==> src/design/ukvt_pkg.sv <==
// ----------------------------------------------------------------------------
// ukvt_pkg
// Shared command codes and the link, broadcast and commit types of the
// key/value table cell chain.
// ----------------------------------------------------------------------------
package ukvt_pkg;

	localparam int KEY_W  = 32;
	localparam int DATA_W = 32;
	localparam int CNT_OUT_W = 7;

	typedef enum logic [1:0] {
		CMD_INSERT   = 2'd0,
		CMD_REMOVE   = 2'd1,
		CMD_CONTAINS = 2'd2,
		CMD_UPDATE   = 2'd3
	} cmd_t;

	typedef struct packed {
		logic tok;
		logic hit;
		logic claimed;
	} link_t;

	typedef struct packed {
		logic              is_insert;
		logic [KEY_W-1:0]  key;
		logic [DATA_W-1:0] value;
	} bcast_t;

	typedef struct packed {
		logic strobe;
		logic insert_en;
		logic remove_en;
		logic update_en;
	} commit_t;

endpackage

==> src/design/unique_key_value_table_top.sv <==
// ----------------------------------------------------------------------------
// Flow: a command is registered and its search token walks the cell chain one
// entry per cycle; after the token leaves the last cell, the response is
// registered, later while a previous response stalls. Requests stall until then.
// Reset: asynchronous and active low; all entries become unused and the count
// is zero, with the block ready for a request at once.
// ----------------------------------------------------------------------------
// unique_key_value_table_top
// Unique key/value table built as a chain of entry cells with a sequencer.
// ----------------------------------------------------------------------------
module unique_key_value_table_top
	import ukvt_pkg::*;
#(
	parameter int CAPACITY = 64
)
(
	input  logic                     clk,
	input  logic                     arst_n,
	input  logic                     req_valid,
	output logic                     req_stall,
	input  logic [1:0]               command,
	input  logic signed [KEY_W-1:0]  key,
	input  logic [DATA_W-1:0]        value,
	output logic                     rsp_valid,
	input  logic                     rsp_stall,
	output logic                     status,
	output logic                     found,
	output logic [CNT_OUT_W-1:0]     entry_count
);

	localparam int CW = $clog2(CAPACITY + 1);

	typedef enum logic [1:0] {
		ST_IDLE,
		ST_RUN,
		ST_FINISH
	} state_t;

	state_t               state_q;
	cmd_t                 cmd_q;
	bcast_t               bcast_q;
	commit_t              commit_q;
	logic                 start_q;
	logic                 hit_q;
	logic                 claimed_q;
	logic [CW-1:0]        count_q;
	logic                 rsp_valid_q;
	logic                 status_q;
	logic                 found_q;
	logic [CNT_OUT_W-1:0] entry_count_q;

	link_t                chain [CAPACITY+1];

	logic                 ins_ok;
	logic                 rem_ok;
	logic                 upd_ok;
	logic [CW-1:0]        count_next;
	logic [CW+CNT_OUT_W-1:0] count_ext;

	assign chain[0] = '{tok: start_q, hit: 1'b0, claimed: 1'b0};

	for (genvar i = 0; i < CAPACITY; i++) begin : g_cell
		ukvt_cell u_cell (
			.clk       (clk),
			.arst_n    (arst_n),
			.bcast     (bcast_q),
			.commit    (commit_q),
			.prev_link (chain[i]),
			.next_link (chain[i+1])
		);
	end

	assign ins_ok = (cmd_q == CMD_INSERT) && !hit_q && claimed_q;
	assign rem_ok = (cmd_q == CMD_REMOVE) && hit_q;
	assign upd_ok = (cmd_q == CMD_UPDATE) && hit_q && (bcast_q.value != '0);

	always_comb begin
		count_next = count_q;
		if (ins_ok) begin
			count_next = count_q + CW'(1);
		end else if (rem_ok && (count_q != '0)) begin
			count_next = count_q - CW'(1);
		end
	end

	assign count_ext = {{CNT_OUT_W{1'b0}}, count_next};

	assign req_stall   = (state_q != ST_IDLE);
	assign rsp_valid   = rsp_valid_q;
	assign status      = status_q;
	assign found       = found_q;
	assign entry_count = entry_count_q;

	always_ff @(posedge clk or negedge arst_n) begin
		if (!arst_n) begin
			state_q       <= ST_IDLE;
			cmd_q         <= CMD_INSERT;
			bcast_q       <= '0;
			commit_q      <= '0;
			start_q       <= 1'b0;
			hit_q         <= 1'b0;
			claimed_q     <= 1'b0;
			count_q       <= '0;
			rsp_valid_q   <= 1'b0;
			status_q      <= 1'b0;
			found_q       <= 1'b0;
			entry_count_q <= '0;
		end else begin
			commit_q <= '0;
			start_q  <= 1'b0;
			if (rsp_valid_q && !rsp_stall) begin
				rsp_valid_q <= 1'b0;
			end
			case (state_q)
				ST_IDLE: begin
					if (req_valid) begin
						cmd_q             <= cmd_t'(command);
						bcast_q.is_insert <= (cmd_t'(command) == CMD_INSERT);
						bcast_q.key       <= $unsigned(key);
						bcast_q.value     <= value;
						start_q           <= 1'b1;
						state_q           <= ST_RUN;
					end
				end
				ST_RUN: begin
					if (chain[CAPACITY].tok) begin
						hit_q     <= chain[CAPACITY].hit;
						claimed_q <= chain[CAPACITY].claimed;
						state_q   <= ST_FINISH;
					end
				end
				ST_FINISH: begin
					if (!rsp_valid_q || !rsp_stall) begin
						commit_q.strobe    <= 1'b1;
						commit_q.insert_en <= ins_ok;
						commit_q.remove_en <= rem_ok;
						commit_q.update_en <= upd_ok;
						count_q            <= count_next;
						status_q           <= !(ins_ok || rem_ok || upd_ok ||
							(cmd_q == CMD_CONTAINS));
						found_q            <= hit_q;
						entry_count_q      <= count_ext[CNT_OUT_W-1:0];
						rsp_valid_q        <= 1'b1;
						state_q            <= ST_IDLE;
					end
				end
				default: begin
					state_q <= ST_IDLE;
				end
			endcase
		end
	end

endmodule

==> src/design/ukvt_cell.sv <==
// ----------------------------------------------------------------------------
// ukvt_cell
// One table entry. It compares its key with the broadcast key, passes the
// search token to the next cell and applies the commit of a command.
// ----------------------------------------------------------------------------
module ukvt_cell
	import ukvt_pkg::*;
(
	input  logic    clk,
	input  logic    arst_n,
	input  bcast_t  bcast,
	input  commit_t commit,
	input  link_t   prev_link,
	output link_t   next_link
);

	logic              used_q;
	logic              pend_q;
	logic [KEY_W-1:0]  key_q;
	logic [DATA_W-1:0] data_q;
	link_t             link_q;
	logic              match;
	logic              is_free;

	assign match     = used_q && (key_q == bcast.key);
	assign is_free   = !used_q;
	assign next_link = link_q;

	always_ff @(posedge clk or negedge arst_n) begin
		if (!arst_n) begin
			used_q <= 1'b0;
			pend_q <= 1'b0;
			link_q <= '0;
		end else begin
			link_q.tok     <= prev_link.tok;
			link_q.hit     <= prev_link.tok & (prev_link.hit | match);
			link_q.claimed <= prev_link.tok &
				(prev_link.claimed | (bcast.is_insert & is_free));
			if (prev_link.tok && bcast.is_insert && is_free && !prev_link.claimed) begin
				pend_q <= 1'b1;
			end
			if (commit.strobe) begin
				pend_q <= 1'b0;
				if (commit.insert_en && pend_q) begin
					used_q <= 1'b1;
				end
				if (commit.remove_en && match) begin
					used_q <= 1'b0;
				end
			end
		end
	end

	always_ff @(posedge clk) begin
		if (commit.strobe && commit.insert_en && pend_q) begin
			key_q  <= bcast.key;
			data_q <= bcast.value;
		end else if (commit.strobe && commit.update_en && match) begin
			data_q <= bcast.value;
		end
	end

endmodule

==> config.mk <==
export PLATFORM = sky130hd
export DESIGN_NAME = unique_key_value_table_top
export DESIGN_NICKNAME = d
export VERILOG_FILES = /design/src/design/ukvt_pkg.sv /design/src/design/unique_key_value_table_top.sv /design/src/design/ukvt_cell.sv
export SDC_FILE = /design/constraint.sdc
export NUM_CORES = 2
export LEC_CHECK = 0
export ABC_AREA = 1
export BUFFER_PORTS_ARGS = -buffer_cell sky130_fd_sc_hd__buf_4
export CORE_MARGIN = 8
export CORE_UTILIZATION = 45
export DETAILED_ROUTE_END_ITERATION = 10
export HOLD_SLACK_MARGIN = 0.15
export PLACE_DENSITY_LB_ADDON = 0.15
export SLEW_MARGIN = 20
export SYNTH_ARGS = -nofsm -noshare
export SYNTH_HDL_FRONTEND = slang
export SYNTH_SLANG_ARGS = --single-unit
==> constraint.sdc <==
create_clock -name clk -period 4.75 [get_ports clk]
set_input_delay 0.2375 -clock clk [delete_from_list [all_inputs] [get_ports clk]]
set_output_delay 0.2375 -clock clk [all_outputs]
set_load 0.005 [all_outputs]
Word level (Yosys, flattened, before mapping)
Cells that the tools add are included.
{"block": "totals", "regBits": 2453, "in_bits": 70, "output_inout_bits": 11, "wordCells": 1854}
{"block": "op_classes", "add_sub_neg": 2, "eq_ne": 72, "mux": 269, "bitwise_logic": 318, "n_reduce_logical": 794}
{"operator": "equality test 32 bit", "n": 64}
{"operator": "logical AND 1 bit", "n": 455}
{"operator": "2-to-1 mux 1 bit", "n": 261}
{"operator": "nonzero test 2 bit", "n": 130}
{"operator": "bitwise AND 1 bit", "n": 192}
{"operator": "AND reduction 2 bit", "n": 67}
{"operator": "logical NOT 1 bit", "n": 131}
{"operator": "OR 1 bit", "n": 126}
{"operator": "nonzero test 32 bit", "n": 1}
{"operator": "2-to-1 mux 7 bit", "n": 2}
{"operator": "2-to-1 mux 4 bit", "n": 2}
{"operator": "adder 7 x 1 -> 7 bit (second input constant)", "n": 1}
{"operator": "nonzero test 7 bit", "n": 1}
{"operator": "subtractor 7 x 1 -> 7 bit (second input constant)", "n": 1}
{"operator": "equality test 2 bit (second input constant)", "n": 3}
{"operator": "logical NOT 2 bit", "n": 3}
{"operator": "2-to-1 mux 2 bit", "n": 3}
{"operator": "one-hot mux 2 bit (3 select lines)", "n": 1}
{"operator": "AND reduction 3 bit", "n": 2}
{"operator": "equality test 2 x 1 -> 1 bit (second input constant)", "n": 2}
{"operator": "logical OR 1 bit", "n": 4}
{"operator": "inequality test 2 bit (second input constant)", "n": 2}
{"operator": "inequality test 2 x 1 -> 1 bit (second input constant)", "n": 1}

Depth between registers and ports, before layout
{"block": "depth", "depth_word": 7, "mapped_depth": 14}

Hierarchy
A second synthesis with hierarchy kept.
{"block": "hier_totals", "cells_unflattened": 15741, "area_unflattened_um2": 126706.5}
{"mod": "ukvt_cell", "n_inst": 64, "cells_per_inst": 239, "area_per_inst_um2": 1921.8}
{"mod": "unique_key_value_table_top", "n_inst": 1, "cells_per_inst": 445, "area_per_inst_um2": 3708.6}

Least setup slack after synthesis
OpenSTA, ideal clock, no wires.
{"block": "synth_path", "kind": "flip-flop to flip-flop", "startpoint": "register commit_q[3] (netlist name)", "endpoint": "register g_cell[0].u_cell.key_q[0] (enable)", "arrival_ns": 2.335, "slack_ns": 1.994, "stages_incl_launch_ff": 6, "n_path_buf": 3, "period_less_slack_ns": 2.756, "path_cell_list": "dfrtp_1 -> nand2_1 -> clkbuf_1 -> clkbuf_1 -> clkbuf_1 -> nor2_1"}
{"block": "synth_between", "elab_chain_cells": 2}
{"item": "start, declared", "line": "unique_key_value_table_top.sv:42", "text": "commit_t commit_q;"}
{"item": "logical AND 1 bit (2 in series)", "line": "ukvt_cell.sv:55", "text": "if (commit.strobe && commit.insert_en && pend_q) begin"}
{"item": "end signal, assigned", "line": "ukvt_cell.sv:56", "text": "key_q <= bcast.key;"}
{"item": "end, declared", "line": "ukvt_cell.sv:19", "text": "logic [KEY_W-1:0] key_q;"}
No other way between the ends.
A chain may end at the register's enable or synchronous reset.

Final worst setup path
{"block": "layout_path", "startpoint": "register commit_q[3] (netlist name)", "endpoint": "register g_cell[57].u_cell.key_q[2] (enable)"}
{"block": "layout_between", "elab_chain_cells": 2}
{"item": "logical AND 1 bit (2 in series)", "line": "ukvt_cell.sv:55"}
{"item": "end signal, assigned", "line": "ukvt_cell.sv:56"}
{"item": "end, declared", "line": "ukvt_cell.sv:19"}
No other way between the ends.

==> results.yml <==
outcome:
  status: "finished clean"
timing:
  fin_crit_sh_pct: 69.0
  worst_pin_slew_ns: 1.32
  rsz0062_at_grt: "no"
  final_max_slew_viol_count: 0
  report.final.hold_viol_count: 0
  skew_ns: 0.0720
  finalSetupTns_ns: 0
  slew_headroom_pct: 11.4
  fin_crit_ns: 3.28
  fmaxAchievable_mhz: 305
  finalSetupViolCount: 0
routing:
  route.detailed.drc: 0
  vias: 85800
  drtIter0Drc: 8399
  detail-route-antenna-nets: 0
  via_per_inst: 5.16
  wl_per_cell_um: 22.2
  dr.pass1.iters: 8
  wl_um: 369000
finish:
  layout_common_cells: "nand2_1 (4556), inv_1 (2096), edfxtp_1 (2048), nor2_1 (1116), xnor2_1 (436)"
  syn_to_final_growth_pct: 13.5
  fin_util_pct: 51.3
  design_area_mm2: 0.132
  layout_commonest_cell: "nand2_1"
  final-seq-area_mm2: 0.0718
  nets: 13100
  fillers: 22900
  multi_input_area_mm2: 0.0342
  layout-drive-gt1-share_pct: 6.81
logic_synthesis:
  yosys.area_share.adder_pct: 0.0820
  async_reset_ff_share_pct: 16.5
  syn_nets: 12800
  synth_top_family_by_area: "simple AND/OR/NAND/NOR gates"
  synth_edf_count: 2048
  avgSynthCellArea_um2: 9.11
  synth_warnings: 0
  synthFlopType: "edfxtp_1"
  yosysSeqAreaShare_pct: 61.8
  synth_mux_area_share_pct: 0.00971
  synth_compound_area_share_pct: 2.99
  postSynthCellCount: 12700
  synth-simple-area-share_pct: 22.0
  synth_area_mm2: 0.116
  ys_types: 37
  synth_seq_cells: 2453
  synth_xor_area_share_pct: 4.30
placement:
  hpwlAfterDp_um: 207000
  port_buffers: 80
  gp_congestion: 0.851
  dpl-instance-area_mm2: 0.121
global_route:
  overflow: 0
  use_met1_pct: 36.7
  grt_pass1_wl_um: 538000
  grtUsageMet3_pct: 3.83
  grt_pass1_vias: 81500
  top_usage_layer: "met2"
  track_usage_pct: 26.4
  antenna_found_initial: 22
  use_met2_pct: 43.2
  grt_start_max_net_pins: 117
clock_tree:
  insertion_delay_ns: 0.96
  cts_tree: "yes"
  cts.path.max_buffers: 4
  cts_max_level: 5
  cts-root-buf: "clkbuf_16"
  cts_inserted_buffers: 289
  cts_resized: 0
  cts.clk_slew.worst_paths_ns: 0.06
  clock_sinks: 2453
power_and_ir_drop:
  max-vdd-ir-drop_mv: 0.405
  clkPwrFrac_pct: 32.9
  seq_power_share_pct: 40.4
  p_int_mw: 42.7
  power_leakage_nw: 57.5
  p_sw_share_pct: 35.4
  power.share.combinational_pct: 26.7
  p_per_area_mw_per_mm2: 502
  p_sw_mw: 23.4
worst_setup_path:
  cp.required_ns: 5.33
  crit_type: "reg2reg"
  startpoint_type: "flop"
  crit_arrival_ns: 3.85
  worstSetupEndpointType: "flop"
  crit_fanout: 24
floorplan:
  num_rows: 186
  num_io_pins: 81
  die_x_um: 524
  fp.dieH_um: 524
  dieArea_mm2: 0.274
  coreArea_mm2: 0.257
  start_util_pct: 45.2
run:
  drv_cap: 0
hold_path:
  hold_class: "in2reg"
[cells by family (layout without fill, tap and decap cells)]
group | count (synthesis) | in the layout
multiplexers | 1 | 1
AO/OA/AOI/OAI | 680 | 680
buffers and inverters | 2577 | 3066
flip-flops | 2453 | 2453
adder cells (fa/ha/maj) | 7 | 7
AND/OR/NAND/NOR | 6446 | 6446
XOR/XNOR | 570 | 570
other | 0 | 9
[cell type report]
cell class	instances	area share, %
timing repair buffer	434	3.18
clock inverter	108	0.795
multi-input combinational	7704	26.0
clock buffer	396	6.13
sequential	2453	54.5
inverter	2128	6.13
tap	3384	3.22
antenna	9	0.0171
[repair_timing]
| item | CTS | global route |
|---|---|---|
| hold buffers | 132 | 0 |
| hold endpoints to repair | 484 | 0 |
| buffers inserted | 0 | 0 |
[cells in the mapped netlist (all sizes together) (134+ instances only)]
| cell type | count | area share [%] |
|---|---|---|
| dfrtp | 405 | 8.7 |
| xor2 | 134 | 1.0 |
| nand4 | 234 | 1.3 |
| buf | 285 | 1.4 |
| o21ai | 385 | 1.7 |
| inv | 2124 | 6.9 |
| clkbuf | 164 | 0.53 |
| xnor2 | 436 | 3.3 |
| a21oi | 258 | 1.1 |
| nor2 | 1193 | 3.9 |
| nand2 | 4558 | 15 |
| nand3 | 354 | 1.5 |
| edfxtp | 2048 | 53 |
[worst max-delay path, stage by stage, from the launching register on]
cell     delay, ns
dfrtp_4       0.76
nand2_4       0.49
buf_4         0.40
nor2_2        0.79
buf_4         0.40
[sequential cells by signal, indices dropped and copies added, names as in the netlist, 3 cells and up]
name	cells
bcast_q	65
commit_q	3
entry_count	7
g_cell.u_cell.key_q	2048
g_cell.u_cell.next_link	192
g_cell.u_cell.pend_q	64
g_cell.u_cell.used_q	64
[per-stage QoR]
step / hold WS [ns] / std cells / setup WS (ns) / total power, mW
final: 0.217 / 16600 / 1.47 / 66.1
after global routing: 0.210 / 16600 / 1.39 / 68.5
after CTS: 0.152 / 16600 / 1.50 / 66.3
after detailed placement: 0.271 / 16000 / 1.58 / 44.5
after global placement: 0.274 / 16000 / 1.63 / 44.2
after floorplan: -0.0581 / 12700 / 1.99 / 36.3
[routing by layer]
| metal | vias up | wire length, um |
|---|---|---|
| met3 | 689 | 28500 |
| met5 | - | 26 |
| met2 | 3420 | 170000 |
| met4 | 4 | 12200 |
| met1 | 41400 | 158000 |
| li1 | 40200 | - |
[power groups by stage]
stage	combinational [mW]	sequential, mW	clock [mW]
after floorplan	9.41	26.9	0
after global placement	17.1	27.1	0
after detailed placement	17.4	27.1	0
after CTS	17.5	26.7	22.1
after global routing	18.9	26.8	22.9
final	17.6	26.7	21.8
[final timing paths]
path | startpoint | to | slack [ns] | depth (start not counted)
max | commit_q[3]$_DFF_PN0_ | g_cell[57].u_cell.key_q[2]$_DFFE_PP_ | 1.47 | 4
min | key[19] | bcast_q[51]$_DFFE_PN0P_ | 0.22 | 4
max reg2reg | commit_q[3]$_DFF_PN0_ | g_cell[57].u_cell.key_q[2]$_DFFE_PP_ | 1.47 | 4
min reg2reg | start_q$_DFF_PN0_ | g_cell[0].u_cell.next_link[2]$_DFF_PN0_ | 0.38 | 0
max in group asynchronous | arst_n | bcast_q[63]$_DFFE_PN0P_ | 3.24 | 4
min in group asynchronous | arst_n | g_cell[2].u_cell.pend_q$_DFFE_PN0P_ | 0.64 | 4
Power figures use the tool's default switching activity.
